### src/hw/rtl/vpb_pkg.sv
// ---------------------------------------------------------------------------
// vpb_pkg
// shared types and constants of the visibility pregrid and w-plane binner
// ---------------------------------------------------------------------------
package vpb_pkg;

    localparam int PLANES      = 32;
    localparam int GRID_SIZE   = 4096;
    localparam int OVERSAMPLE  = 8;
    localparam int MAX_RESULTS = 32;

    localparam int CELL_W  = 12;
    localparam int FRAC_W  = 3;
    localparam int PLANE_W = 5;
    localparam int BL_W    = 16;
    localparam int CNT_W   = 24;
    localparam int NRES_W  = $clog2(MAX_RESULTS + 1);

    localparam logic [CNT_W-1:0] COUNT_MAX = {CNT_W{1'b1}};

    // serial multiplier operand widths
    localparam int MUL_A_W = 128;
    localparam int MUL_B_W = 64;
    localparam int MUL_C_W = $clog2(MUL_B_W);

    localparam int FIFO_DEPTH = 2;
    localparam int FIFO_IW    = 1;

    // register indexes
    localparam logic [2:0] REG_COORD_SCALE = 3'd0;
    localparam logic [2:0] REG_UV_OFFSET   = 3'd1;
    localparam logic [2:0] REG_W_OFFSET    = 3'd2;
    localparam logic [2:0] REG_CHAN_RATIO  = 3'd3;
    localparam logic [2:0] REG_INV_STEP    = 3'd4;

    // command and result kind codes
    localparam logic CMD_POINT  = 1'b0;
    localparam logic CMD_FLUSH  = 1'b1;
    localparam logic KIND_POINT = 1'b0;
    localparam logic KIND_RUN   = 1'b1;

    typedef struct packed {
        logic [31:0] scale;
        logic [31:0] uv_off;
        logic [31:0] w_off;
        logic [31:0] ratio;
        logic [31:0] inv_step;
    } cfg_t;

    typedef struct packed {
        logic               cmd;
        logic [CELL_W-1:0]  gu;
        logic [CELL_W-1:0]  gv;
        logic [FRAC_W-1:0]  fu;
        logic [FRAC_W-1:0]  fv;
        logic [PLANE_W-1:0] pl;
        logic [BL_W-1:0]    bl;
    } item_t;

endpackage

### src/hw/rtl/vpb_fifo.sv
// ---------------------------------------------------------------------------
// vpb_fifo
// short queue of classified items between front and back
// ---------------------------------------------------------------------------
module vpb_fifo (
    input  logic           aclk,
    input  logic           aresetn,
    input  logic           push,
    input  vpb_pkg::item_t push_data,
    output logic           full,
    input  logic           pop,
    output vpb_pkg::item_t head,
    output logic           empty
);

    vpb_pkg::item_t                mem_reg [vpb_pkg::FIFO_DEPTH];
    logic [vpb_pkg::FIFO_IW-1:0]   wptr_reg;
    logic [vpb_pkg::FIFO_IW-1:0]   rptr_reg;
    logic [vpb_pkg::FIFO_IW:0]     fill_reg;

    assign full  = (fill_reg == (vpb_pkg::FIFO_IW + 1)'(vpb_pkg::FIFO_DEPTH));
    assign empty = (fill_reg == '0);
    assign head  = mem_reg[rptr_reg];

    // pointers and fill
    always_ff @(posedge aclk) begin
        if (!aresetn) begin
            wptr_reg <= '0;
            rptr_reg <= '0;
            fill_reg <= '0;
        end else begin
            if (push) begin
                wptr_reg <= wptr_reg + 1'b1;
            end
            if (pop) begin
                rptr_reg <= rptr_reg + 1'b1;
            end
            if (push && !pop) begin
                fill_reg <= fill_reg + 1'b1;
            end else if (pop && !push) begin
                fill_reg <= fill_reg - 1'b1;
            end
        end
    end

    // storage
    always_ff @(posedge aclk) begin
        if (push) begin
            mem_reg[wptr_reg] <= push_data;
        end
    end

endmodule

### config.mk
export PLATFORM = sky130hd
export DESIGN_NAME = vpb_fifo
export DESIGN_NICKNAME = d
export VERILOG_FILES = /design/src/hw/rtl/vpb_pkg.sv /design/src/hw/rtl/vpb_fifo.sv
export SDC_FILE = /design/constraint.sdc
export NUM_CORES = 1
export LEC_CHECK = 0
export ABC_AREA = 1
export BUFFER_PORTS_ARGS = -buffer_cell sky130_fd_sc_hd__buf_2
export CAP_MARGIN = 20
export CORE_UTILIZATION = 55
export CTS_CLUSTER_SIZE = 16
export DETAILED_ROUTE_END_ITERATION = 10
export HOLD_SLACK_MARGIN = 0.1
export PLACE_DENSITY = 0.83
export SLEW_MARGIN = 20
export SYNTH_ARGS = -nofsm -noshare
export SYNTH_HDL_FRONTEND = slang
export SYNTH_SLANG_ARGS = --single-unit
### constraint.sdc
create_clock -name aclk -period 9.25 [get_ports aclk]
set_input_delay 1.85 -clock aclk [delete_from_list [all_inputs] [get_ports aclk]]
set_output_delay 1.85 -clock aclk [all_outputs]
set_load 0.05 [all_outputs]
==> run metrics <==
synthesized area per cell=21.5 um2; share of layout cells above drive strength 1=0.571; VDD IR max=0.106 mV; post-cts resize count=0; Switching Power=284 uW; vias in the first global route=2121; post-route clock skew=0.00800 ns; outcome=completed; Slowest-stage cell, CP=dfxtp_4; crit path time final=3.83 ns; drt total wl=6150 um; Startpoint Class=flip-flop; worst min path class=reg2reg; GRT Overall Usage=0.162; final setup vio count=0; CTS tree=built; drt via density=4.94; maxcap violations=0; CTS Buf Count=9; Yosys top cell by area=edfxtp_1; # rows=31; final hold vios=0; Final #Nets=369; Reg power frac=0.563; clk root buf=clkbuf_8; Synth Cell Area=0.00424 mm2; CP max stage delay=0.98 ns; critical path class=reg2out; setup bufs post-CTS=0; drt wl/cell=14.8 um; Largest register FFs=104; drt first-iter violations=93; largest net degree at the start of global routing=53; initial antenna violation count=0; Final TNS setup=0 ns; measured slew at the worst slew-check pin=0.948 ns; RePlAce Congestion=0.664; Core Footprint=0.00733 mm2; Int Pwr=757 uW; hold_ws=0.517 ns; Synth top area share=0.737; die width=89.8 um; Post-route DRC=0; Clk pwr share=0.275; Initial Utilization=0.578; Clock H-tree levels=3; HPWL Detailed=4120 um; Max clock buf depth=2; Max-slew headroom=0.368; fin area=0.00502 mm2; CP Capture Type=primary output; PortBufs=109; Die ar.=0.00806 mm2; Syn Nets=254; fin crit share=0.414; Netlist cell types=14; synth warn=0; static leakage=0.00203 uW; CP Data Arrival Time=1.98 ns; clock sink total=109; WP data required=7.40 ns; global-route wire length before repair=9760 um; worst path cell trace=mux2_2 > buf_2; Final Max Slew Viols=0; unrepaired setup endpoints after global routing=false; routed via count=2053; post-synthesis cell count=197; Fmax=261 MHz; top post-synthesis cells by area=edfxtp_1 (74%), mux2_4 (18%), buf_12 (2.4%); pwr/cell area=208 mW/mm2; sequential fraction of the synthesis area=0.761; Top Family by Delay on Critical Path=flip-flops; total gr overflow=0; Layout area overhead=18.5%; Core Util, Final=0.685; Area after DPL=0.00481 mm2; antenna fix cells=0; #FFs+latches synth=109; Fillers=510; # hold bufs at CTS=0; Net Sw Frac=0.273; clk slew on worst S/H paths=0.10 ns; Routed Antenna Nets=0; Power Total=1040 uW; clk_lat worst skew=0.36 ns; DRT Pass-1 Iters=4; die height=89.8 um; CP Buf/Inv Count=1; CP max FO=52; Gate power share=0.162; I/O Pins=110
-- routing by layer --
| metal | global-route usage | wire (um) | vias to the layer above |
|---|---|---|---|
| li1 | - | - | 981 |
| met1 | 0.181 | 2440 | 974 |
| met2 | 0.281 | 3170 | 87 |
| met3 | 0.0558 | 411 | 11 |
| met4 | 0.0669 | 128 | 0 |
| met5 | 0 | 0 | - |
-- power groups by stage --
| stage | sequential, uW | clock, uW | combinational, uW |
|---|---|---|---|
| after global routing | 589 | 314 | 177 |
| after detailed placement | 598 | 0 | 171 |
| final | 586 | 286 | 169 |
| after CTS | 587 | 294 | 171 |
| after floorplan | 587 | 0 | 146 |
| after global placement | 596 | 0 | 168 |
-- cell usage in the layout, fill, tap and decap left out, drive strengths merged --
cell type,n
dfxtp,5
nand4,1
inv,10
a21oi,1
nand3,1
buf,110
edfxtp,104
clkinv,3
o21ai,1
ha,1
clkinvlp,1
nor2,9
mux2,52
bufinv,1
clkbuf,9
nand2,8
-- final cells by class --
class | count | area, um2 | area share
Sequential cell | 109 | 3230 | 0.643
Multi-Input combinational cell | 74 | 878 | 0.175
Timing Repair Buffer | 110 | 553 | 0.110
Clock buffer | 9 | 124 | 0.0247
Tap cell | 99 | 124 | 0.0247
Clock inverter | 7 | 82.6 | 0.0165
Inverter | 8 | 31.3 | 0.00623
-- logic make-up (layout without fill, tap and decap cells) --
logic type               Yosys count  count (layout)  synth area share
AO/OA/AOI/OAI                      2               2           0.00236
adder cells (fa/ha/maj)            1               1           0.00295
buffers and inverters             14             134            0.0334
flip-flops                       109             109             0.761
multiplexers                      52              52             0.183
AND/OR/NAND/NOR                   19              19            0.0177
-- worst min-delay path, stage by stage, from the launching register on --
cell and delay (ns):
dfxtp_1 0.35, nor2_1 0.06, nor2_1 0.08
-- cell usage after synthesis --
cell type and count:
ha_1 1, mux2_4 50, mux2_2 2, nand3_1 1, buf_12 5, dfxtp_1 5, edfxtp_1 104, inv_1 8
buf_6 1, nor2_1 9, nand4_1 1, a21oi_1 1, nand2_1 8, o21ai_0 1
-- through the flow --
step,instances,setup slack [ns]
2_1_floorplan,197,4.71
3_3_place_gp,400,5.77
3_5_place_dp,400,5.76
4_1_cts,416,5.35
5_1_grt,416,5.30
6_report,416,5.42
-- path summary, 6_finish.rpt --
path	start	cells after the start	to	slack [ns]
setup reg to reg	wptr_reg	2	mem_reg[0][22]	7.50
hold reg to reg	rptr_reg	2	flip-flop	0.52
hold / removal	rptr_reg	2	flip-flop	0.52
setup / recovery	flip-flop	2	head[31]	5.42
(Power assumes the default switching activity.)
