`config.mk`:
```
export PLATFORM = sky130hd
export DESIGN_NAME = vpb_back
export DESIGN_NICKNAME = d
export VERILOG_FILES = /design/src/hw/rtl/vpb_pkg.sv /design/src/hw/rtl/vpb_back.sv
export SDC_FILE = /design/constraint.sdc
export NUM_CORES = 2
export LEC_CHECK = 0
export BUFFER_PORTS_ARGS = -buffer_cell sky130_fd_sc_hd__buf_2
export CAP_MARGIN = 10
export CORE_MARGIN = 3
export CORE_UTILIZATION = 57
export DETAILED_ROUTE_END_ITERATION = 10
export PLACE_DENSITY = 0.77
export SETUP_SLACK_MARGIN = 0.5
export SLEW_MARGIN = 40
export SYNTH_ARGS = -nofsm -noshare
export SYNTH_HDL_FRONTEND = slang
export SYNTH_SLANG_ARGS = --single-unit
```
`constraint.sdc`:
```
create_clock -name aclk -period 6.6 [get_ports aclk]
set_clock_uncertainty 0.1 [all_clocks]
set_input_delay 1.32 -clock aclk [delete_from_list [all_inputs] [get_ports aclk]]
set_output_delay 1.32 -clock aclk [all_outputs]
set_load 0.03 [all_outputs]
```
`src/hw/rtl/vpb_pkg.sv`:
```
// ---------------------------------------------------------------------------
// vpb_pkg
// shared types and constants of the visibility pregrid and w-plane binner
// ---------------------------------------------------------------------------
package vpb_pkg;

    localparam int PLANES      = 32;
    localparam int GRID_SIZE   = 4096;
    localparam int OVERSAMPLE  = 8;
    localparam int MAX_RESULTS = 32;

    localparam int CELL_W  = 12;
    localparam int FRAC_W  = 3;
    localparam int PLANE_W = 5;
    localparam int BL_W    = 16;
    localparam int CNT_W   = 24;
    localparam int NRES_W  = $clog2(MAX_RESULTS + 1);

    localparam logic [CNT_W-1:0] COUNT_MAX = {CNT_W{1'b1}};

    // serial multiplier operand widths
    localparam int MUL_A_W = 128;
    localparam int MUL_B_W = 64;
    localparam int MUL_C_W = $clog2(MUL_B_W);

    localparam int FIFO_DEPTH = 2;
    localparam int FIFO_IW    = 1;

    // register indexes
    localparam logic [2:0] REG_COORD_SCALE = 3'd0;
    localparam logic [2:0] REG_UV_OFFSET   = 3'd1;
    localparam logic [2:0] REG_W_OFFSET    = 3'd2;
    localparam logic [2:0] REG_CHAN_RATIO  = 3'd3;
    localparam logic [2:0] REG_INV_STEP    = 3'd4;

    // command and result kind codes
    localparam logic CMD_POINT  = 1'b0;
    localparam logic CMD_FLUSH  = 1'b1;
    localparam logic KIND_POINT = 1'b0;
    localparam logic KIND_RUN   = 1'b1;

    typedef struct packed {
        logic [31:0] scale;
        logic [31:0] uv_off;
        logic [31:0] w_off;
        logic [31:0] ratio;
        logic [31:0] inv_step;
    } cfg_t;

    typedef struct packed {
        logic               cmd;
        logic [CELL_W-1:0]  gu;
        logic [CELL_W-1:0]  gv;
        logic [FRAC_W-1:0]  fu;
        logic [FRAC_W-1:0]  fv;
        logic [PLANE_W-1:0] pl;
        logic [BL_W-1:0]    bl;
    } item_t;

endpackage

```
`src/hw/rtl/vpb_back.sv`:
```
// ---------------------------------------------------------------------------
// vpb_back
// per-plane run table, descriptor and point emission, flush scan
// ---------------------------------------------------------------------------
module vpb_back (
    input  logic                        aclk,
    input  logic                        aresetn,
    input  logic                        empty,
    input  vpb_pkg::item_t              head,
    output logic                        pop,
    output logic                        m_valid,
    input  logic                        m_ready,
    output logic                        m_kind,
    output logic [11:0]                 m_grid_u,
    output logic [11:0]                 m_grid_v,
    output logic [4:0]                  m_plane_index,
    output logic [2:0]                  m_frac_u,
    output logic [2:0]                  m_frac_v,
    output logic [15:0]                 m_run_baseline,
    output logic [23:0]                 m_run_count,
    output logic                        m_last
);

    localparam logic [1:0] B_IDLE = 2'd0;
    localparam logic [1:0] B_PT   = 2'd1;
    localparam logic [1:0] B_FL   = 2'd2;

    logic [1:0]                      state_reg;
    vpb_pkg::item_t                  cur_reg;
    logic [vpb_pkg::PLANE_W-1:0]     scan_reg;
    logic [vpb_pkg::NRES_W-1:0]      nres_reg;
    logic [vpb_pkg::PLANES-1:0]      open_reg;
    logic [vpb_pkg::BL_W-1:0]        base_reg [vpb_pkg::PLANES];
    logic [vpb_pkg::CNT_W-1:0]       cnt_reg  [vpb_pkg::PLANES];

    logic                            m_valid_reg;
    logic                            kind_reg, last_reg;
    logic [vpb_pkg::CELL_W-1:0]      gu_reg, gv_reg;
    logic [vpb_pkg::FRAC_W-1:0]      fu_reg, fv_reg;
    logic [vpb_pkg::PLANE_W-1:0]     pl_reg;
    logic [vpb_pkg::BL_W-1:0]        rb_reg;
    logic [vpb_pkg::CNT_W-1:0]       rc_reg;

    logic out_free;
    assign out_free = !m_valid_reg || m_ready;
    assign pop      = (state_reg == B_IDLE) && !empty;

    // table view of the current point's plane
    logic                        pt_open;
    logic                        pt_split;
    logic [vpb_pkg::BL_W-1:0]    pt_base;
    logic [vpb_pkg::CNT_W-1:0]   pt_cnt;
    always_comb begin
        pt_open  = open_reg[cur_reg.pl];
        pt_base  = base_reg[cur_reg.pl];
        pt_cnt   = cnt_reg[cur_reg.pl];
        pt_split = pt_open && (pt_base != cur_reg.bl);
    end

    // flush scan view
    logic                        fl_open;
    logic                        fl_last;
    logic                        fl_end;
    always_comb begin
        fl_open = open_reg[scan_reg];
        fl_end  = (scan_reg == vpb_pkg::PLANE_W'(vpb_pkg::PLANES - 1));
        fl_last = (((open_reg >> scan_reg) >> 1) == '0)
                  || (nres_reg == vpb_pkg::NRES_W'(vpb_pkg::MAX_RESULTS - 1));
    end

    logic emit;
    assign emit = out_free && (((state_reg == B_PT)) || ((state_reg == B_FL) && fl_open));

    // sequencer and run table
    always_ff @(posedge aclk) begin
        if (!aresetn) begin
            state_reg <= B_IDLE;
            open_reg  <= '0;
            scan_reg  <= '0;
            nres_reg  <= '0;
        end else begin
            unique case (state_reg)
                B_IDLE: begin
                    if (!empty) begin
                        scan_reg  <= '0;
                        nres_reg  <= '0;
                        state_reg <= (head.cmd == vpb_pkg::CMD_FLUSH) ? B_FL : B_PT;
                    end
                end
                B_PT: begin
                    if (out_free) begin
                        if (pt_split) begin
                            open_reg[cur_reg.pl] <= 1'b0;
                        end else begin
                            open_reg[cur_reg.pl] <= 1'b1;
                            state_reg            <= B_IDLE;
                        end
                    end
                end
                B_FL: begin
                    if (fl_open) begin
                        if (out_free) begin
                            open_reg[scan_reg] <= 1'b0;
                            nres_reg           <= nres_reg + 1'b1;
                            scan_reg           <= scan_reg + 1'b1;
                            if (fl_last || fl_end) begin
                                state_reg <= B_IDLE;
                            end
                        end
                    end else if (fl_end) begin
                        state_reg <= B_IDLE;
                    end else begin
                        scan_reg <= scan_reg + 1'b1;
                    end
                end
                default: state_reg <= B_IDLE;
            endcase
        end
    end

    // baseline and count entries
    always_ff @(posedge aclk) begin
        if (pop) begin
            cur_reg <= head;
        end
        if (state_reg == B_PT && out_free && !pt_split) begin
            if (!pt_open) begin
                base_reg[cur_reg.pl] <= cur_reg.bl;
                cnt_reg[cur_reg.pl]  <= vpb_pkg::CNT_W'(1);
            end else if (pt_cnt != vpb_pkg::COUNT_MAX) begin
                cnt_reg[cur_reg.pl]  <= pt_cnt + 1'b1;
            end
        end
    end

    // output register
    always_ff @(posedge aclk) begin
        if (!aresetn) begin
            m_valid_reg <= 1'b0;
        end else if (emit) begin
            m_valid_reg <= 1'b1;
        end else if (m_ready) begin
            m_valid_reg <= 1'b0;
        end
    end

    always_ff @(posedge aclk) begin
        if (emit) begin
            if (state_reg == B_FL) begin
                kind_reg <= vpb_pkg::KIND_RUN;
                gu_reg   <= '0;
                gv_reg   <= '0;
                fu_reg   <= '0;
                fv_reg   <= '0;
                pl_reg   <= scan_reg;
                rb_reg   <= base_reg[scan_reg];
                rc_reg   <= cnt_reg[scan_reg];
                last_reg <= fl_last;
            end else if (pt_split) begin
                kind_reg <= vpb_pkg::KIND_RUN;
                gu_reg   <= '0;
                gv_reg   <= '0;
                fu_reg   <= '0;
                fv_reg   <= '0;
                pl_reg   <= cur_reg.pl;
                rb_reg   <= pt_base;
                rc_reg   <= pt_cnt;
                last_reg <= 1'b0;
            end else begin
                kind_reg <= vpb_pkg::KIND_POINT;
                gu_reg   <= cur_reg.gu;
                gv_reg   <= cur_reg.gv;
                fu_reg   <= cur_reg.fu;
                fv_reg   <= cur_reg.fv;
                pl_reg   <= cur_reg.pl;
                rb_reg   <= '0;
                rc_reg   <= '0;
                last_reg <= 1'b1;
            end
        end
    end

    assign m_valid        = m_valid_reg;
    assign m_kind         = kind_reg;
    assign m_grid_u       = gu_reg;
    assign m_grid_v       = gv_reg;
    assign m_plane_index  = pl_reg;
    assign m_frac_u       = fu_reg;
    assign m_frac_v       = fv_reg;
    assign m_run_baseline = rb_reg;
    assign m_run_count    = rc_reg;
    assign m_last         = last_reg;

    // a point leaves its plane open behind it
    a_point_opens: assert property (@(posedge aclk) disable iff (!aresetn)
        (state_reg == B_PT && out_free && !pt_split) |=> open_reg[$past(cur_reg.pl)])
        else $error("plane not open after point");

    // a point result always closes its input
    a_point_last: assert property (@(posedge aclk) disable iff (!aresetn)
        (m_valid_reg && kind_reg == vpb_pkg::KIND_POINT) |-> last_reg)
        else $error("point result without last");

    // a descriptor only comes from a plane that was open, and leaves it closed
    a_run_from_open: assert property (@(posedge aclk) disable iff (!aresetn)
        (emit && (state_reg == B_FL || pt_split)) |=> !open_reg[pl_reg])
        else $error("descriptor plane still open");

endmodule

```
==> flow_metrics.tcl <==
set metrics [dict create \
    status "finished clean" \
    p_leak_uw 0.0264 \
    die_area_um2 125000 \
    power_density_nw_per_um2 268 \
    place_ws_ns 1.37 \
    wl_per_cell_um 34.5 \
    hold_start "nres_reg[4]$_SDFFE_PN0P_" \
    fin_nets 4070 \
    cts_buffers 148 \
    num_rows 126 \
    switching_power_uw 5030 \
    antenna_found_initial 2 \
    drtAntennaViolNets 0 \
    insertion_delay_ns 0.80 \
    final_cells 5721 \
    grt-ovfl-total 0 \
    gp_congestion 0.928 \
    worstPathMaxFanout 33 \
    cts_max_path_buffers 3 \
    htree_levels 4 \
    grt_max_degree 121 \
    pwr-share-seq_pct 50.0 \
    cts_tree "yes" \
    critical_path_class "register to register" \
    cts_setup_buffers 0 \
    total_power_uw 20700 \
    drt_iter0_markers 7043 \
    synth_area_per_cell_um2 18.0 \
    synthArstFlopShare_pct 0 \
    clock.fmax_mhz 183 \
    hold_violations 0 \
    area.sequential_um2 43400 \
    rr_endpoint "cnt_reg[23][21]$_DFFE_PP_" \
    tns_ns 0 \
    comb_power_share_pct 10.4 \
    largest_register_ff_count 768 \
    ctsResizeCount 0 \
    yosysMostFrequentCell "edfxtp_1" \
    critPathCaptureType "register" \
    synth_edf_count 1408 \
    clock_sinks 1464 \
    rsz0062_at_grt "false" \
    numPortBuffers 134 \
    core-area_um2 119000 \
    dpl.hpwl_mm 121 \
    p_int_uw 15700 \
    dp.cells 5453 \
    drc 0 \
    ctsRootBufferMaster "clkbuf_16" \
    multi_input_area_um2 24300 \
    ctsHoldBuffers 0 \
    die-height_um 353 \
    sw_frac_of_total_pct 24.3 \
    drive_gt1_share_pct 30.7 \
    detailroute.via_count 41500 \
    rr_worst_depth 12 \
    max_cap_viol_count 0 \
    ir_worst_vdd_uv 323 \
    fill_cells 7853 \
    synth_cell_type_count 70 \
    hold_path.class "register to register" \
    hold_path_depth 2 \
    io_pins 135 \
    setup_slack_ns 1.15 \
    min_period_ns 5.45 \
    firstDrtPassIters 7 \
    synth_flop_cell "edfxtp_1" \
    synth_top_area_share_pct 61.5 \
    arrival_ns 5.89 \
    yosysTopAreaCell "edfxtp_1" \
    r2r_setup_slack_ns 1.15 \
    synthCells 3828 \
    via_per_inst 7.25 \
    synth_area_um2 68800 \
    antenna_cells 0 \
    worst_slew_pin_slew_ns 0.911 \
    setup_viol 0 \
    period_share_pct 82.6 \
    synthesis.nets 3891 \
    grt_pass1_vias 41400 \
    start_util_pct 57.9 \
    worstPathRequired_ns 7.03 \
    die_w_um 353 \
    ys_seq_area_share_pct 63.1 \
    worstSetupStartpointType "register" \
    max_slew_margin_pct 39.0 \
    area_growth_pct 12.1 \
    whs_endpoint "nres_reg[4]$_SDFFE_PN0P_" \
    grt_pass1_wl_mm 285 \
    synth_seq_cells 1464 \
    synth_area_leaders "edfxtp_1 (61%), mux4_2 (20%), mux2i_1 (5.3%)" \
    drt_wl_total_mm 197 \
    path_clk_slew_ns 0.06 \
    track_usage_pct 31.7 \
    slew_viol_final 0 \
    synth_common_cells "edfxtp_1 (1408), mux4_2 (599), mux2i_1 (366)" \
    p_clk_share_pct 39.5 \
    yosysWarningCount 0 \
]
[worst max-delay path: stages (launching register included)]
cell       delay, ns
dfxtp_4         0.64
and2_2          0.51
buf_4           0.52
a22oi_1         0.17
nand3_1         0.14
o21ai_0         0.13
or3_1           0.33
a2111oi_0       0.49
buf_4           0.22
and4_1          0.49
nand3_2         0.63
nor2_1          0.35
buf_4           0.41
[routing by layer]
metal	wire length [um]	track usage, %
met5	13	0
met4	11400	15.7
met3	25000	7.90
met2	93400	49.5
met1	67400	42.0
[through the flow]
| stage | hold WS (ns) | instance area (um^2) | util [%] |
|---|---|---|---|
| finish | 0.417 | 77100 | 64.8 |
| global route | 0.441 | 77100 | 64.8 |
| CTS | 0.418 | 77000 | 64.8 |
| detailed placement | 0.394 | 72300 | 60.9 |
| global placement | 0.372 | 72000 | 60.6 |
| floorplan | 0.358 | 68800 | - |
[kinds of logic (layout without fill, tap and decap cells)]
group           after synthesis  after routing  share of synthesized area [%]
simple gates                591            591                           4.40
xor+xnor                     37             37                          0.471
mux                         985            985                           25.3
fa+ha+maj                     7              7                          0.127
compound gates              427            427                           4.41
flops                      1464           1464                           63.1
buf+inv                     317            610                           2.19
[power by group through the flow]
stage	registers, uW	logic, uW	clock network [uW]
floorplan	10600	1390	0
global route	10400	2250	8650
CTS	10400	2100	8280
detailed placement	10600	2090	0
finish	10400	2160	8180
global placement	10600	2000	0
[layout make-up]
cell class                 instances  share of cell area (%)
clock buffer                     185                    5.06
clock inverter                    79                    1.01
inverter                          12                  0.0584
multi-input combinational       2047                    31.5
sequential                      1464                    56.3
tap                             1600                    2.60
timing repair buffer             334                    3.41
[placed cells by master (no fill, tap or decap), types with 8 or more instances in the layout]
cell type / netlist / layout
a22oi_1: 178 / 178
nor2_1: 118 / 83
buf_12: 0 / 27
nor2_2: 3 / 36
buf_2: 84 / 134
xor2_1: 20 / 20
a22o_1: 11 / 11
buf_6: 13 / 10
o21ai_0: 30 / 30
and3_1: 36 / 36
clkbuf_1: 136 / 32
bufinv_16: 0 / 10
clkbuf_16: 0 / 149
o221ai_1: 31 / 31
o22ai_1: 38 / 38
mux2_2: 19 / 19
clkinv_1: 0 / 30
buf_4: 31 / 157
edfxtp_1: 1408 / 1408
nor3_4: 0 / 30
nand3_1: 94 / 94
and2_1: 15 / 13
a21oi_1: 46 / 46
clkinv_2: 0 / 18
dfxtp_4: 0 / 8
nor2b_1: 27 / 20
mux4_2: 599 / 599
nand2_1: 162 / 161
dfxtp_1: 56 / 45
nand2b_1: 19 / 17
mux2i_1: 366 / 366
a221oi_1: 12 / 12
inv_1: 12 / 12
nor3_1: 18 / 13
xnor2_1: 17 / 17
a31oi_1: 36 / 36
nand4_1: 26 / 26
[worst max path at each step]
stage | to | from | cells past startpoint
finish | cnt_reg[23][21]$_DFFE_PP_ | register | 12
global route | cnt_reg[20][6]$_DFFE_PP_ | register | 12
CTS | cnt_reg[20][6]$_DFFE_PP_ | register | 12
detailed placement | cnt_reg[5][19]$_DFFE_PP_ | register | 13
global placement | cnt_reg[5][19]$_DFFE_PP_ | register | 13
floorplan | pop | empty | 1
Power figures use the tool's default switching activity.
