## src/hw/rtl/vpb_pkg.sv

```systemverilog
// ---------------------------------------------------------------------------
// vpb_pkg
// shared types and constants of the visibility pregrid and w-plane binner
// ---------------------------------------------------------------------------
package vpb_pkg;

    localparam int PLANES      = 32;
    localparam int GRID_SIZE   = 4096;
    localparam int OVERSAMPLE  = 8;
    localparam int MAX_RESULTS = 32;

    localparam int CELL_W  = 12;
    localparam int FRAC_W  = 3;
    localparam int PLANE_W = 5;
    localparam int BL_W    = 16;
    localparam int CNT_W   = 24;
    localparam int NRES_W  = $clog2(MAX_RESULTS + 1);

    localparam logic [CNT_W-1:0] COUNT_MAX = {CNT_W{1'b1}};

    // serial multiplier operand widths
    localparam int MUL_A_W = 128;
    localparam int MUL_B_W = 64;
    localparam int MUL_C_W = $clog2(MUL_B_W);

    localparam int FIFO_DEPTH = 2;
    localparam int FIFO_IW    = 1;

    // register indexes
    localparam logic [2:0] REG_COORD_SCALE = 3'd0;
    localparam logic [2:0] REG_UV_OFFSET   = 3'd1;
    localparam logic [2:0] REG_W_OFFSET    = 3'd2;
    localparam logic [2:0] REG_CHAN_RATIO  = 3'd3;
    localparam logic [2:0] REG_INV_STEP    = 3'd4;

    // command and result kind codes
    localparam logic CMD_POINT  = 1'b0;
    localparam logic CMD_FLUSH  = 1'b1;
    localparam logic KIND_POINT = 1'b0;
    localparam logic KIND_RUN   = 1'b1;

    typedef struct packed {
        logic [31:0] scale;
        logic [31:0] uv_off;
        logic [31:0] w_off;
        logic [31:0] ratio;
        logic [31:0] inv_step;
    } cfg_t;

    typedef struct packed {
        logic               cmd;
        logic [CELL_W-1:0]  gu;
        logic [CELL_W-1:0]  gv;
        logic [FRAC_W-1:0]  fu;
        logic [FRAC_W-1:0]  fv;
        logic [PLANE_W-1:0] pl;
        logic [BL_W-1:0]    bl;
    } item_t;

endpackage

```

## src/hw/rtl/vpb_mul.sv

```systemverilog
// ---------------------------------------------------------------------------
// vpb_mul
// shift-and-add unsigned multiplier, one multiplier bit per cycle
// ---------------------------------------------------------------------------
module vpb_mul (
    input  logic                        aclk,
    input  logic                        aresetn,
    input  logic                        start,
    input  logic [vpb_pkg::MUL_A_W-1:0] a,
    input  logic [vpb_pkg::MUL_B_W-1:0] b,
    output logic                        done,
    output logic [vpb_pkg::MUL_A_W-1:0] product
);

    logic [vpb_pkg::MUL_A_W-1:0] a_reg;
    logic [vpb_pkg::MUL_B_W-1:0] b_reg;
    logic [vpb_pkg::MUL_A_W-1:0] acc_reg;
    logic [vpb_pkg::MUL_C_W-1:0] cnt_reg;
    logic                        busy_reg;
    logic                        done_reg;

    // control
    always_ff @(posedge aclk) begin
        if (!aresetn) begin
            busy_reg <= 1'b0;
            done_reg <= 1'b0;
            cnt_reg  <= '0;
        end else begin
            done_reg <= 1'b0;
            if (start) begin
                busy_reg <= 1'b1;
                cnt_reg  <= '0;
            end else if (busy_reg) begin
                cnt_reg <= cnt_reg + 1'b1;
                if (cnt_reg == vpb_pkg::MUL_C_W'(vpb_pkg::MUL_B_W - 1)) begin
                    busy_reg <= 1'b0;
                    done_reg <= 1'b1;
                end
            end
        end
    end

    // datapath
    always_ff @(posedge aclk) begin
        if (start) begin
            a_reg   <= a;
            b_reg   <= b;
            acc_reg <= '0;
        end else if (busy_reg) begin
            if (b_reg[0]) begin
                acc_reg <= acc_reg + a_reg;
            end
            a_reg <= a_reg << 1;
            b_reg <= b_reg >> 1;
        end
    end

    assign done    = done_reg;
    assign product = acc_reg;

endmodule

```

## src/hw/rtl/vpb_front.sv

```systemverilog
// ---------------------------------------------------------------------------
// vpb_front
// accepts items, scales coordinates and derives cell, fraction and plane
// ---------------------------------------------------------------------------
module vpb_front (
    input  logic                        aclk,
    input  logic                        aresetn,
    input  vpb_pkg::cfg_t               cfg,
    input  logic                        s_valid,
    output logic                        s_ready,
    input  logic                        s_command,
    input  logic signed [31:0]          s_coord_u,
    input  logic signed [31:0]          s_coord_v,
    input  logic signed [31:0]          s_coord_w,
    input  logic [15:0]                 s_channel_index,
    input  logic [15:0]                 s_baseline_id,
    output logic                        push,
    output vpb_pkg::item_t              push_data,
    input  logic                        full
);

    localparam logic [3:0] F_IDLE  = 4'd0;
    localparam logic [3:0] F_CH    = 4'd1;
    localparam logic [3:0] F_START = 4'd2;
    localparam logic [3:0] F_M1    = 4'd3;
    localparam logic [3:0] F_AFF   = 4'd4;
    localparam logic [3:0] F_M2    = 4'd5;
    localparam logic [3:0] F_POST  = 4'd6;
    localparam logic [3:0] F_M3    = 4'd7;
    localparam logic [3:0] F_WPOST = 4'd8;
    localparam logic [3:0] F_PUSH  = 4'd9;

    localparam logic [1:0] K_U = 2'd0;
    localparam logic [1:0] K_V = 2'd1;
    localparam logic [1:0] K_W = 2'd2;

    logic [3:0]         state_reg;
    logic [1:0]         k_reg;
    logic               cmd_reg;
    logic signed [31:0] cu_reg, cv_reg, cw_reg;
    logic [15:0]        ch_reg;
    logic [15:0]        bl_reg;
    logic [48:0]        c_reg;
    logic               neg_reg;
    logic               pos_reg;
    logic [vpb_pkg::CELL_W-1:0]  gu_reg, gv_reg;
    logic [vpb_pkg::FRAC_W-1:0]  fu_reg, fv_reg;
    logic [vpb_pkg::PLANE_W-1:0] pl_reg;

    logic                        mul_start;
    logic [vpb_pkg::MUL_A_W-1:0] mul_a;
    logic [vpb_pkg::MUL_B_W-1:0] mul_b;
    logic                        mul_done;
    logic [vpb_pkg::MUL_A_W-1:0] mul_p;

    vpb_mul u_mul (
        .aclk    (aclk),
        .aresetn (aresetn),
        .start   (mul_start),
        .a       (mul_a),
        .b       (mul_b),
        .done    (mul_done),
        .product (mul_p)
    );

    // coordinate of the current pass and its magnitude
    logic signed [31:0] coord;
    logic [31:0]        coord_mag;
    always_comb begin
        case (k_reg)
            K_U:     coord = cu_reg;
            K_V:     coord = cv_reg;
            default: coord = cw_reg;
        endcase
        coord_mag = coord[31] ? (~coord + 32'd1) : coord;
    end

    // affine step: floor to Q.16 with sign, then add offset
    logic [63:0]        t_val;
    logic [64:0]        t_rnd;
    logic [56:0]        t_q;
    logic signed [58:0] f_val;
    logic [31:0]        off;
    logic signed [58:0] a_val;
    always_comb begin
        t_val = mul_p[63:0];
        t_rnd = {1'b0, t_val} + 65'd255;
        t_q   = neg_reg ? t_rnd[64:8] : {1'b0, t_val[63:8]};
        f_val = neg_reg ? -$signed({2'b00, t_q}) : $signed({2'b00, t_q});
        off   = (k_reg == K_W) ? cfg.w_off : cfg.uv_off;
        a_val = f_val + $signed({{27{off[31]}}, off});
    end

    // cell and fraction of the full product
    logic [vpb_pkg::CELL_W-1:0] cell_idx;
    logic [vpb_pkg::FRAC_W-1:0] frac;
    logic [52:0]                fr_full;
    logic                       cell_sat;
    always_comb begin
        fr_full  = 53'(mul_p[45:0]) * 53'(vpb_pkg::OVERSAMPLE);
        cell_sat = (mul_p[127:46] >= 82'(vpb_pkg::GRID_SIZE));
        if (!pos_reg) begin
            cell_idx = '0;
            frac     = '0;
        end else if (cell_sat) begin
            cell_idx = vpb_pkg::CELL_W'(vpb_pkg::GRID_SIZE - 1);
            frac     = '0;
        end else begin
            cell_idx = mul_p[46 +: vpb_pkg::CELL_W];
            frac     = vpb_pkg::FRAC_W'(fr_full >> 46);
        end
    end

    assign s_ready = (state_reg == F_IDLE);
    assign push    = (state_reg == F_PUSH) && !full;

    always_comb begin
        push_data    = '0;
        push_data.cmd = cmd_reg;
        push_data.gu = gu_reg;
        push_data.gv = gv_reg;
        push_data.fu = fu_reg;
        push_data.fv = fv_reg;
        push_data.pl = pl_reg;
        push_data.bl = bl_reg;
    end

    // multiplier launch
    always_comb begin
        mul_start = 1'b0;
        mul_a     = '0;
        mul_b     = '0;
        unique case (state_reg)
            F_START: begin
                mul_start = 1'b1;
                mul_a     = vpb_pkg::MUL_A_W'(coord_mag);
                mul_b     = vpb_pkg::MUL_B_W'(cfg.scale);
            end
            F_AFF: begin
                mul_start = !a_val[58] && (a_val != '0);
                mul_a     = vpb_pkg::MUL_A_W'(a_val[57:0]);
                mul_b     = vpb_pkg::MUL_B_W'(c_reg);
            end
            F_POST: begin
                mul_start = (k_reg == K_W) && pos_reg && (cfg.inv_step != '0)
                            && (mul_p[127:63] == '0);
                mul_a     = vpb_pkg::MUL_A_W'(mul_p[62:30]);
                mul_b     = vpb_pkg::MUL_B_W'(cfg.inv_step);
            end
            default: begin
                mul_start = 1'b0;
            end
        endcase
    end

    // sequencer
    always_ff @(posedge aclk) begin
        if (!aresetn) begin
            state_reg <= F_IDLE;
            k_reg     <= K_U;
        end else begin
            unique case (state_reg)
                F_IDLE: begin
                    if (s_valid) begin
                        k_reg     <= K_U;
                        state_reg <= (s_command == vpb_pkg::CMD_FLUSH) ? F_PUSH : F_CH;
                    end
                end
                F_CH:    state_reg <= F_START;
                F_START: state_reg <= F_M1;
                F_M1: begin
                    if (mul_done) begin
                        state_reg <= F_AFF;
                    end
                end
                F_AFF: begin
                    state_reg <= (!a_val[58] && (a_val != '0)) ? F_M2 : F_POST;
                end
                F_M2: begin
                    if (mul_done) begin
                        state_reg <= F_POST;
                    end
                end
                F_POST: begin
                    if (k_reg != K_W) begin
                        k_reg     <= k_reg + 2'd1;
                        state_reg <= F_START;
                    end else begin
                        state_reg <= mul_start ? F_M3 : F_PUSH;
                    end
                end
                F_M3: begin
                    if (mul_done) begin
                        state_reg <= F_WPOST;
                    end
                end
                F_WPOST: state_reg <= F_PUSH;
                F_PUSH: begin
                    if (!full) begin
                        state_reg <= F_IDLE;
                    end
                end
                default: state_reg <= F_IDLE;
            endcase
        end
    end

    // datapath registers
    always_ff @(posedge aclk) begin
        if (s_ready && s_valid) begin
            cmd_reg <= s_command;
            cu_reg  <= s_coord_u;
            cv_reg  <= s_coord_v;
            cw_reg  <= s_coord_w;
            ch_reg  <= s_channel_index;
            bl_reg  <= s_baseline_id;
            gu_reg  <= '0;
            gv_reg  <= '0;
            fu_reg  <= '0;
            fv_reg  <= '0;
            pl_reg  <= '0;
        end
        if (state_reg == F_CH) begin
            c_reg <= 49'(64'd1 << 30) + 49'(ch_reg) * 49'(cfg.ratio);
        end
        if (state_reg == F_START) begin
            neg_reg <= coord[31];
        end
        if (state_reg == F_AFF) begin
            pos_reg <= !a_val[58] && (a_val != '0);
        end
        if (state_reg == F_POST) begin
            unique case (k_reg)
                K_U: begin
                    gu_reg <= cell_idx;
                    fu_reg <= frac;
                end
                K_V: begin
                    gv_reg <= cell_idx;
                    fv_reg <= frac;
                end
                default: begin
                    if (!pos_reg || cfg.inv_step == '0) begin
                        pl_reg <= '0;
                    end else if (mul_p[127:63] != '0) begin
                        pl_reg <= vpb_pkg::PLANE_W'(vpb_pkg::PLANES - 1);
                    end
                end
            endcase
        end
        if (state_reg == F_WPOST) begin
            if (mul_p[127:32] >= 96'(vpb_pkg::PLANES)) begin
                pl_reg <= vpb_pkg::PLANE_W'(vpb_pkg::PLANES - 1);
            end else begin
                pl_reg <= mul_p[32 +: vpb_pkg::PLANE_W];
            end
        end
    end

endmodule

```

## config.mk

```make
export PLATFORM = sky130hd
export DESIGN_NAME = vpb_front
export DESIGN_NICKNAME = d
export VERILOG_FILES = /design/src/hw/rtl/vpb_pkg.sv /design/src/hw/rtl/vpb_mul.sv /design/src/hw/rtl/vpb_front.sv
export SDC_FILE = /design/constraint.sdc
export NUM_CORES = 2
export LEC_CHECK = 0
export ABC_AREA = 1
export BUFFER_PORTS_ARGS = -buffer_cell sky130_fd_sc_hd__buf_2
export CAP_MARGIN = 20
export CORE_UTILIZATION = 29
export CTS_BUF_LIST = sky130_fd_sc_hd__clkbuf_16
export DETAILED_ROUTE_END_ITERATION = 8
export GPL_TIMING_DRIVEN = 0
export MAX_ROUTING_LAYER = met4
export PLACE_DENSITY = 0.55
export SLEW_MARGIN = 20
export SYNTH_ARGS = -nofsm -noshare
export SYNTH_HDL_FRONTEND = slang
export SYNTH_SLANG_ARGS = --single-unit
```

## constraint.sdc

```tcl
create_clock -name aclk -period 9.2 [get_ports aclk]
set_clock_uncertainty 0.15 [all_clocks]
set_input_delay 0 -clock aclk [delete_from_list [all_inputs] [get_ports aclk]]
set_output_delay 0 -clock aclk [all_outputs]
set_load 0.01 [all_outputs]
```

==> results_dict.tcl <==
set metrics [dict create \
    status "completed" \
    clk_pin_slew_ns 0.07 \
    grt_pass1_vias 56817 \
    min_from "cfg[144]" \
    crit_path_end_kind "flop" \
    synthCells 7979 \
    vias 56438 \
    cpMaxStageDelayCell "dfxtp_1" \
    post-route-util_pct 34.8 \
    clock_latency_ns 0.72 \
    grt_pass1_wl_mm 348 \
    ys_warn_count 0 \
    coreArea_um2 193000 \
    drive_gt1_share_pct 6.88 \
    crit_end "u_mul.b_reg[9]" \
    routed_via_density 4.99 \
    dp_hpwl_mm 195 \
    first_pass_iters 7 \
    nNetsFinal 9761 \
    htreeDepth 3 \
    final.period_utilization_pct 95.9 \
    crit_arrival_ns 8.98 \
    grt.overflow.total 0 \
    rsz0062_at_grt "no" \
    wl_per_cell_um 20.7 \
    critPathKind "reg -> reg" \
    start_kind "flop" \
    crit_fanout 92 \
    syn_area_um2 56700 \
    die_y_um 444 \
    finalSetupViolations 0 \
    cts_sinks 534 \
    start_util_pct 29.3 \
    clock-root-buffer "clkbuf_16" \
    m1WireLength_mm 96.7 \
    async_flop_share_pct 0 \
    gp_congestion 1.02 \
    hold_class "in -> reg" \
    dr_wl_met2_mm 110 \
    r2r-start "u_mul.product[14]" \
    synth-seq-area-share_pct 25.1 \
    slowest_delay_ns 0.65 \
    final_cells 11309 \
    cts_tree "built" \
    rows 161 \
    wirelength_mm 234 \
    ys_types 63 \
    io-pin-count 347 \
    grt_use_total_pct 24.0 \
    highest-signal-layer "met4" \
    finalHoldViolCount 0 \
    fin_setup_tns_ns 0 \
    layout_commonest_cell "nand2_1" \
    synth_nets 9037 \
    cp_common_cell "nand2_1" \
    grt_max_degree 93 \
    r2r_slack_ns 0.38 \
    maxCapViolations 0 \
    r2r-end "u_mul.b_reg[9]" \
    max_clock_freq_ghz 0.113 \
    ys_ff_latch 534 \
    required_ns 9.36 \
    worst_slew_pin_slew_ns 1.22 \
    cts_buffers 71 \
    wl_met3_mm 14.8 \
    final_cell_mix "nand2_1 (2072), inv_1 (1530), nor2_1 (770)" \
    ant_nets 0 \
    portBuffers 314 \
    drtIter0Drc 4600 \
    finalCriticalPeriod_ns 8.82 \
    die_area_um2 197000 \
    dp_cells 10832 \
    synthFlopType "edfxtp_1" \
    slew_violations 0 \
    drcViolationCount 0 \
    slew-limit-headroom_pct 19.0 \
    critPathLaunch "u_mul.product[14]" \
    cts_buffer_depth 3 \
    postSynthAreaPerCell_um2 7.11 \
    r2r_cells 34 \
    die_w_um 444 \
    synth_edf_count 357 \
    antenna_found_initial 12 \
    syn_to_final_growth_pct 18.7 \
]
## cell usage after synthesis (4+ instances only)
cell	number	area share, %
nand2_1	2073	14
inv_1	1511	10
nor2_1	773	5.1
a21oi_1	604	5.3
fa_1	421	15
edfxtp_1	357	19
ha_1	344	7.6
o21ai_0	291	2.6
nand3_1	289	2.5
clkbuf_1	194	1.3
dfxtp_1	177	6.2
nand4_1	118	1.3
xor2_1	101	1.6
o21a_1	82	1.1
a31oi_1	72	0.79
nor3_1	57	0.50
or2_2	56	0.62
a22o_1	54	0.83
xnor2_1	50	0.77
o21ai_1	35	0.31
nor4_1	32	0.35
buf_2	26	0.23
o21bai_1	26	0.34
o221ai_1	25	0.39
o211ai_1	18	0.24
nand3b_1	17	0.22
inv_2	15	0.099
a21o_1	14	0.19
a211oi_1	13	0.17
buf_6	13	0.26
o22ai_1	13	0.14
a21boi_0	11	0.15
nor2_2	11	0.12
buf_4	10	0.13
nand2_2	10	0.11
buf_1	9	0.060
clkinv_1	6	0.040
o31ai_1	6	0.079
nand3_2	4	0.071
nor2_4	4	0.079
## cell type report
cell class,count,area [µm²]
antenna,21,52.6
buffer,252,1110
clock buffer,74,1850
clock inverter,58,504
fill,20813,126000
inverter,1532,5750
multi-input combinational,5661,35600
sequential,534,14300
tap,2526,3160
timing repair buffer,651,5010
## through the flow
| stage | worst slack, ns | hold WS [ns] | cell area [µm²] |
|---|---|---|---|
| after floorplan | 0.417 | -0.0971 | 56700 |
| after global placement | -5.49 | 0.0259 | 61500 |
| after detailed placement | 0.450 | 0.0281 | 61700 |
| after CTS | 0.370 | 0.0422 | 67300 |
| after global routing | 0.0529 | 0.0692 | 67300 |
| final | 0.380 | 0.0921 | 67400 |
## timing repair
item,in CTS,in global routing
hold buffers,324,0
gates resized for setup,0,4
buffers inserted,0,0
endpoints found under the hold margin,278,0
endpoints found under the setup margin,0,80
## per-layer routing
layer  vias to the layer above  GRT usage (%)
met1                     27200           28.8
li1                      26822              -
met4                         0           11.1
met2                      1971           39.5
met3                       445           3.63
met5                         -              -
## cells by family (layout without fill, tap and decap cells)
logic type,after synthesis,in the layout,synth area share (%)
adder cells (fa/ha/maj),765,765,22.4
buffers and inverters,1784,2567,12.1
flip-flops,534,534,25.1
AND/OR/NAND/NOR,3463,3463,25.1
other,0,21,0
AO/OA/AOI/OAI,1280,1280,12.9
XOR/XNOR,153,153,2.39
## worst max-delay path: cells and delay by family (launching register included)
family,cells,cell delay [ns]
AO/OA/AOI/OAI,1,0.10
XOR/XNOR,3,0.65
adder cells (fa/ha/maj),1,0.39
buffers and inverters,7,1.26
flip-flops,1,0.65
AND/OR/NAND/NOR,22,4.94
## how the worst min path moves through the flow
stage | end | depth (start not counted)
after floorplan | push | 1
after detailed placement | ch_reg[0] | 1
after CTS | cv_reg[2] | 2
after global placement | bl_reg[9] | 1
after global routing | cv_reg[2] | 2
final | u_mul.b_reg[16] | 5
Power is not shown: default switching activity piles up to over one toggle a cycle in this logic, so the estimate is an artifact.
